**config.mk**
```make
export PLATFORM = sky130hd
export DESIGN_NAME = latency_min_avg_max_stats
export DESIGN_NICKNAME = d
export VERILOG_FILES = /design/src/design/lmam_pkg.sv /design/src/design/latency_min_avg_max_stats.sv
export SDC_FILE = /design/constraint.sdc
export NUM_CORES = 1
export LEC_CHECK = 0
export ABC_CLOCK_PERIOD_IN_PS = 5350
export BUFFER_PORTS_ARGS = -buffer_cell sky130_fd_sc_hd__clkbuf_2
export CAP_MARGIN = 20
export CORE_ASPECT_RATIO = 0.8
export CORE_MARGIN = 2
export CORE_UTILIZATION = 56
export CTS_CLUSTER_SIZE = 30
export DETAILED_ROUTE_END_ITERATION = 10
export PLACE_DENSITY = 0.81
export SETUP_SLACK_MARGIN = 0.02
export SLEW_MARGIN = 25
export SYNTH_ARGS = -nofsm -noshare
export SYNTH_HDL_FRONTEND = slang
export SYNTH_SLANG_ARGS = --single-unit
export TNS_END_PERCENT = 20
```
**constraint.sdc**
```tcl
create_clock -name clk -period 5.35 [get_ports clk]
set_input_delay 0 -clock clk [delete_from_list [all_inputs] [get_ports clk]]
set_output_delay 0 -clock clk [all_outputs]
set_load 0.005 [all_outputs]
```
**src/design/lmam_pkg.sv**
```systemverilog
package lmam_pkg;

    // default sample width in bits
    localparam int SAMPLE_WIDTH_DEF = 32;

    // width of the sample count and of every result field
    localparam int COUNT_W = 32;
    localparam int OUT_W   = 32;

    typedef enum logic [1:0] {
        ST_IDLE,
        ST_DIVIDE,
        ST_WRITE
    } state_t;

endpackage

```
**src/design/latency_min_avg_max_stats.sv**
```systemverilog
// Running latency statistics. Each accepted transaction on the sample channel
// carries one latency sample; only its low SAMPLE_WIDTH bits are used. The block
// keeps the running minimum, the running maximum, a sum and a 32-bit sample
// count, and returns one result transaction per sample holding the minimum,
// the floor mean (sum / count) and the maximum. When the count reaches all
// ones the count and sum freeze and saturated reads 1, while minimum and
// maximum keep tracking. The mean comes from a single shared restoring divider
// (one compare-and-subtract per cycle) that walks the SAMPLE_WIDTH+32 bits of
// the sum, so one sample occupies the block through an accept step,
// SAMPLE_WIDTH+32 divide steps and a write step into the result register;
// no new sample is taken before that. sample_stall is low only while the
// block is idle. The result register decouples the two sides: a new sample is
// taken while a finished result still waits, and the block only holds in its
// write step when the previous result has not yet been taken.
module latency_min_avg_max_stats #(
    parameter int SAMPLE_WIDTH = lmam_pkg::SAMPLE_WIDTH_DEF
) (
    input  logic                          clk,
    input  logic                          rst_n,
    // sample channel
    input  logic                          sample_valid,
    output logic                          sample_stall,
    input  logic [31:0]                   sample,
    // result channel
    output logic                          result_valid,
    input  logic                          result_stall,
    output logic [lmam_pkg::OUT_W-1:0]    min_value,
    output logic [lmam_pkg::OUT_W-1:0]    avg_value,
    output logic [lmam_pkg::OUT_W-1:0]    max_value,
    output logic                          saturated
);

    localparam int OUT_W   = lmam_pkg::OUT_W;
    localparam int COUNT_W = lmam_pkg::COUNT_W;
    // sum width: a sample times the largest count never overflows it
    localparam int DIV_W   = SAMPLE_WIDTH + COUNT_W;
    localparam int STEP_W  = $clog2(DIV_W);

    // sequencer
    lmam_pkg::state_t state_reg, state_next;

    // statistics state
    logic [SAMPLE_WIDTH-1:0] min_reg, min_next;
    logic [SAMPLE_WIDTH-1:0] max_reg, max_next;
    logic [DIV_W-1:0]        sum_reg, sum_next;
    logic [COUNT_W-1:0]      count_reg, count_next;

    // divider: dividend shifts out at the top, quotient bits shift in at the bottom
    logic [DIV_W-1:0]        div_reg, div_next;
    logic [COUNT_W-1:0]      rem_reg, rem_next;
    logic [STEP_W-1:0]       step_reg, step_next;

    // result register
    logic                    result_valid_reg, result_valid_next;
    logic [OUT_W-1:0]        min_out_reg, min_out_next;
    logic [OUT_W-1:0]        avg_out_reg, avg_out_next;
    logic [OUT_W-1:0]        max_out_reg, max_out_next;
    logic                    sat_out_reg, sat_out_next;

    logic [SAMPLE_WIDTH-1:0] smp;
    logic                    count_top;
    logic                    sample_take;
    logic                    result_free;
    logic [COUNT_W:0]        rem_shift;
    logic [COUNT_W:0]        rem_diff;
    logic                    q_bit;

    assign smp         = sample[SAMPLE_WIDTH-1:0];
    assign count_top   = (count_reg == '1);
    assign sample_take = sample_valid && !sample_stall;
    assign result_free = !result_valid_reg || !result_stall;

    // shared compare-and-subtract unit
    assign rem_shift = {rem_reg, div_reg[DIV_W-1]};
    assign rem_diff  = rem_shift - {1'b0, count_reg};
    assign q_bit     = !rem_diff[COUNT_W];

    always_ff @(posedge clk or negedge rst_n)
    begin
        if (!rst_n)
        begin
            state_reg        <= lmam_pkg::ST_IDLE;
            min_reg          <= '1;
            max_reg          <= '0;
            sum_reg          <= '0;
            count_reg        <= '0;
            result_valid_reg <= 1'b0;
        end
        else
        begin
            state_reg        <= state_next;
            min_reg          <= min_next;
            max_reg          <= max_next;
            sum_reg          <= sum_next;
            count_reg        <= count_next;
            result_valid_reg <= result_valid_next;
        end
    end

    // datapath registers, no reset needed
    always_ff @(posedge clk)
    begin
        div_reg     <= div_next;
        rem_reg     <= rem_next;
        step_reg    <= step_next;
        min_out_reg <= min_out_next;
        avg_out_reg <= avg_out_next;
        max_out_reg <= max_out_next;
        sat_out_reg <= sat_out_next;
    end

    always_comb
    begin
        state_next        = state_reg;
        min_next          = min_reg;
        max_next          = max_reg;
        sum_next          = sum_reg;
        count_next        = count_reg;
        div_next          = div_reg;
        rem_next          = rem_reg;
        step_next         = step_reg;
        result_valid_next = result_valid_reg;
        min_out_next      = min_out_reg;
        avg_out_next      = avg_out_reg;
        max_out_next      = max_out_reg;
        sat_out_next      = sat_out_reg;
        sample_stall      = 1'b1;

        // the consumer takes the pending result
        if (result_valid_reg && !result_stall)
        begin
            result_valid_next = 1'b0;
        end

        case (state_reg)
            lmam_pkg::ST_IDLE:
            begin
                sample_stall = 1'b0;
                if (sample_valid)
                begin
                    // sum and count freeze once the count hits all ones
                    if (!count_top)
                    begin
                        count_next = count_reg + 1'b1;
                        sum_next   = sum_reg + DIV_W'(smp);
                    end
                    if (smp < min_reg)
                    begin
                        min_next = smp;
                    end
                    if (smp > max_reg)
                    begin
                        max_next = smp;
                    end
                    div_next   = sum_next;
                    rem_next   = '0;
                    step_next  = STEP_W'(DIV_W - 1);
                    state_next = lmam_pkg::ST_DIVIDE;
                end
            end

            lmam_pkg::ST_DIVIDE:
            begin
                // one restoring step per cycle
                div_next = {div_reg[DIV_W-2:0], q_bit};
                rem_next = q_bit ? rem_diff[COUNT_W-1:0] : rem_shift[COUNT_W-1:0];
                if (step_reg == '0)
                begin
                    state_next = lmam_pkg::ST_WRITE;
                end
                else
                begin
                    step_next = step_reg - 1'b1;
                end
            end

            lmam_pkg::ST_WRITE:
            begin
                // quotient never exceeds the largest sample, so the low bits suffice
                if (result_free)
                begin
                    result_valid_next = 1'b1;
                    min_out_next      = OUT_W'(min_reg);
                    avg_out_next      = OUT_W'(div_reg[SAMPLE_WIDTH-1:0]);
                    max_out_next      = OUT_W'(max_reg);
                    sat_out_next      = count_top;
                    state_next        = lmam_pkg::ST_IDLE;
                end
            end

            default:
            begin
                state_next = lmam_pkg::ST_IDLE;
            end
        endcase
    end

    assign result_valid = result_valid_reg;
    assign min_value    = min_out_reg;
    assign avg_value    = avg_out_reg;
    assign max_value    = max_out_reg;
    assign saturated    = sat_out_reg;

    // a new result only appears from the write step
    a_result_from_write: assert property (@(posedge clk) disable iff (!rst_n)
        $rose(result_valid_reg) |-> $past(state_reg == lmam_pkg::ST_WRITE))
        else $error("result appeared outside the write step");

    // the partial remainder stays below the divisor
    a_rem_below_count: assert property (@(posedge clk) disable iff (!rst_n)
        (state_reg == lmam_pkg::ST_DIVIDE) |-> (rem_reg < count_reg))
        else $error("divider remainder not below sample count");

    // once any sample is counted the minimum cannot exceed the maximum
    a_min_le_max: assert property (@(posedge clk) disable iff (!rst_n)
        (count_reg != '0) |-> (min_reg <= max_reg))
        else $error("minimum above maximum");

    // an empty count implies an empty sum
    a_sum_empty: assert property (@(posedge clk) disable iff (!rst_n)
        (count_reg == '0) |-> (sum_reg == '0))
        else $error("nonzero sum with zero count");

    // the sample channel is only taken while idle
    a_take_idle: assert property (@(posedge clk) disable iff (!rst_n)
        sample_take |=> (state_reg == lmam_pkg::ST_DIVIDE))
        else $error("sample taken without starting a division");

endmodule

```
==> flow_metrics.py <==
metrics = {
    "run_status": {
        "status": "complete, no violations",
    },
    "power_and_ir_drop": {
        "seq_power_share_pct": 37.9,
        "max-vdd-ir-drop_mv": 0.385,
        "p_switching_w": 0.00466,
        "leakagePower_nw": 9.85,
        "power_frac_comb_pct": 40.2,
        "powerDensity_nw_per_um2": 553,
        "internal-power_w": 0.00800,
        "power.total_w": 0.0127,
        "p_sw_share_pct": 36.8,
        "power_frac_clock_pct": 21.9,
    },
    "placed_design": {
        "place_area_um2": 21200,
        "dp_cells": 2446,
        "gp_congestion": 0.931,
        "dp_hpwl_mm": 32.8,
        "port-buffer-count": 134,
    },
    "timing": {
        "timing.final.crit_share_pct": 75.0,
        "slew_headroom_pct": 30.5,
        "fmax_mhz": 249,
        "maxSlewViolCount": 0,
        "worst_pin_slew_ps": 1040,
        "fin_skew_ps": 37.4,
        "finalSetupViolCount": 0,
        "period_needed_ps": 4010,
        "fin_setup_tns_ps": 0,
        "rsz0062_at_grt": "false",
        "hold_viol_final": 0,
    },
    "final_layout": {
        "antenna_cells": 0,
        "fill_cells": 2651,
        "stdcell_area_um2": 22900,
        "drive_gt1_share_pct": 15.9,
        "nets": 2212,
        "syn2layout_area_growth_pct": 14.1,
        "fin_cells": 2553,
    },
    "yosys": {
        "synth_top_area_share_pct": 29.8,
        "synth_edf_count": 199,
        "synthCells": 1888,
        "synth_nets": 2056,
        "yosysTopAreaCell": "edfxtp_1",
        "synth_area_leaders": "edfxtp_1 (30%), dfrtp_1 (16%), ha_1 (8.1%)",
        "synth_area_um2": 20100,
        "syn_avg_cell_area_um2": 10.6,
        "async_flop_share_pct": 45.0,
        "yosysWarnings": 0,
        "ys_seq_elements": 362,
        "dominantRegCellSynth": "edfxtp_1",
        "synth_seq_area_share_pct": 50.3,
        "ys_types": 76,
    },
    "routing": {
        "dr.pass1.iters": 5,
        "routedWlPerCell_um": 18.9,
        "drt_iter0_drc": 1264,
        "wirelength_mm": 48.2,
        "antenna_left": 0,
        "drc": 0,
        "vias": 15200,
        "via_per_inst": 5.93,
    },
    "worst_setup_path": {
        "cp.arrival_ps": 4260,
        "path_cells": "ha_1 -> fa_1 -> a211oi_1 -> o211ai_1 -> nand3_1 -> o22ai_1 -> a211o_1 -> o211ai_2 -> a21o_1 -> xnor2_1 -> a21oi_1",
        "cpMaxStageDelayCell": "o211ai_2",
        "max_stage_delay_ps": 670,
        "path_max_fanout": 13,
        "crit_type": "reg -> reg",
        "critPathRequiredTime_ps": 5600,
        "startpoint_type": "flip-flop",
        "critPathCaptureType": "flip-flop",
    },
    "floorplanning": {
        "die_area_um2": 37400,
        "core-area_um2": 35600,
        "rows": 62,
        "die_y_um": 173,
        "start_util_pct": 56.4,
        "ios": 135,
        "chipWidth_um": 216,
    },
    "grt": {
        "grt_pass1_wl_mm": 77.9,
        "track_usage_pct": 25.7,
        "antenna_found_initial": 1,
        "grt_max_degree": 75,
        "overflow": 0,
        "grt_pass1_vias": 14900,
    },
    "clock_tree": {
        "clock-sinks": 362,
        "cts_tree": "built",
        "clkSlewWorstSetupHoldPaths_ps": 70,
        "post-cts-setup-buffers": 0,
        "ctsRootBufferMaster": "clkbuf_16",
        "clock_tree.buffer_depth": 3,
        "numCtsBuffers": 38,
        "insertion_delay_ps": 550,
        "cts_max_level": 2,
    },
    "flow_run": {
        "drv_cap": 0,
    },
    "worst_hold_path": {
        "worstHoldPathType": "in -> async",
    },
}
[cell usage after synthesis (5+ instances only)]
cell type,n
and3_1,22
inv_1,131
nor3_1,30
edfxtp_1,199
and4_1,11
dfstp_2,32
clkbuf_1,36
a31oi_1,22
buf_4,8
o21ai_0,121
nor2_1,128
o21ai_1,13
a211oi_1,15
and2_1,7
nor4_1,6
ha_1,130
nand4_1,31
buf_2,22
nand2b_1,17
o211ai_1,14
o21bai_1,10
a21oi_1,104
or3_1,8
or4_1,11
o21a_1,21
mux2_2,55
mux2i_1,30
o31ai_1,10
a21boi_0,5
mux2_1,10
xor2_1,40
dfrtp_1,131
xnor2_1,98
a21o_1,54
nand3_1,42
nor2b_1,15
nand2_1,182
a2111oi_2,6
[per-stage QoR]
stage          util [%]  worst slack (ps)  hold slack [ps]
3_3_place_gp       59.5              1590            -64.0
2_1_floorplan         -               347             -296
5_1_grt            64.3              1110             84.1
4_1_cts            64.2              1430             65.5
6_report           64.3              1340             70.6
3_5_place_dp       59.5              1460            -57.9
[power groups by stage]
stage	Clock [W]	Sequential (W)	Combinational, W
CTS	0.00280	0.00478	0.00501
detailed placement	0	0.00481	0.00493
floorplan	0	0.00456	0.00397
global placement	0	0.00477	0.00467
finish	0.00277	0.00480	0.00509
global route	0.00291	0.00489	0.00571
[cells in the final DEF (no fill, tap or decap), types with 12 or more instances in the layout]
cell / count
a211oi_1: 15
a21o_1: 54
a21oi_1: 103
a31oi_1: 22
and3_1: 22
buf_4: 14
clkbuf_16: 39
clkbuf_2: 133
dfrtp_1: 131
dfstp_2: 32
dlygate4sd3_1: 35
edfxtp_1: 199
ha_1: 130
inv_1: 131
mux2_2: 55
mux2i_1: 30
nand2_1: 182
nand2b_1: 16
nand3_1: 42
nand4_1: 31
nor2_1: 127
nor2b_1: 14
nor3_1: 29
o211ai_1: 14
o21a_1: 21
o21ai_0: 121
o21ai_1: 12
xnor2_1: 97
xor2_1: 40
[per-layer routing]
layer	up-vias	GRT usage, %	wire length [um]
met5	-	0	0
met4	0	7.64	1130
met3	79	3.96	3320
met2	550	40.4	21900
met1	7405	37.0	21800
li1	7116	-	-
[cells by family after synthesis]
group / Yosys count / synth area share (%)
AO/OA/AOI/OAI: 433 / 13.6
XOR/XNOR: 138 / 6.02
adder cells (fa/ha/maj): 132 / 8.30
buffers and inverters: 201 / 4.12
flip-flops: 362 / 50.3
multiplexers: 95 / 5.14
AND/OR/NAND/NOR: 527 / 12.5
[critical path, delay by kind of cell (launching register included)]
kind | cells | cell delay [ps]
DFF | 1 | 410
AOI/OAI and AO/OA | 7 | 2280
xor gates and xnor gates | 1 | 170
and+or+nand+nor | 1 | 190
adders and majority gates | 2 | 690
[layout make-up]
class	count	area (um2)	share of cell area, %
Tap cell	480	601	2.62
Inverter	131	492	2.15
Sequential cell	362	10100	44.1
Timing Repair Buffer	186	1210	5.27
Clock buffer	46	1010	4.42
Multi-Input combinational cell	1325	9230	40.3
Clock inverter	23	278	1.21
[worst paths after layout]
path	start	end	slack (ps)	cells after the start
worst max-delay path	sum_reg[0]	div_reg[32]	1340	11
worst min register to register	div_reg[16]	avg_value[16]	450	0
worst max register to register	sum_reg[0]	div_reg[32]	1340	11
worst min-delay path	rst_n	min_reg[2]	70	2
min in group clk	result_stall	result_valid	290	4
max in group asynchronous	rst_n	sum_reg[57]	4410	3
[repair_timing]
action | 4_1_cts | 5_1_grt
resized for setup | 0 | 0
hold buffers | 36 | 0
endpoints found under the hold margin | 113 | 0
No activity file was read; power rests on OpenSTA's default activity.
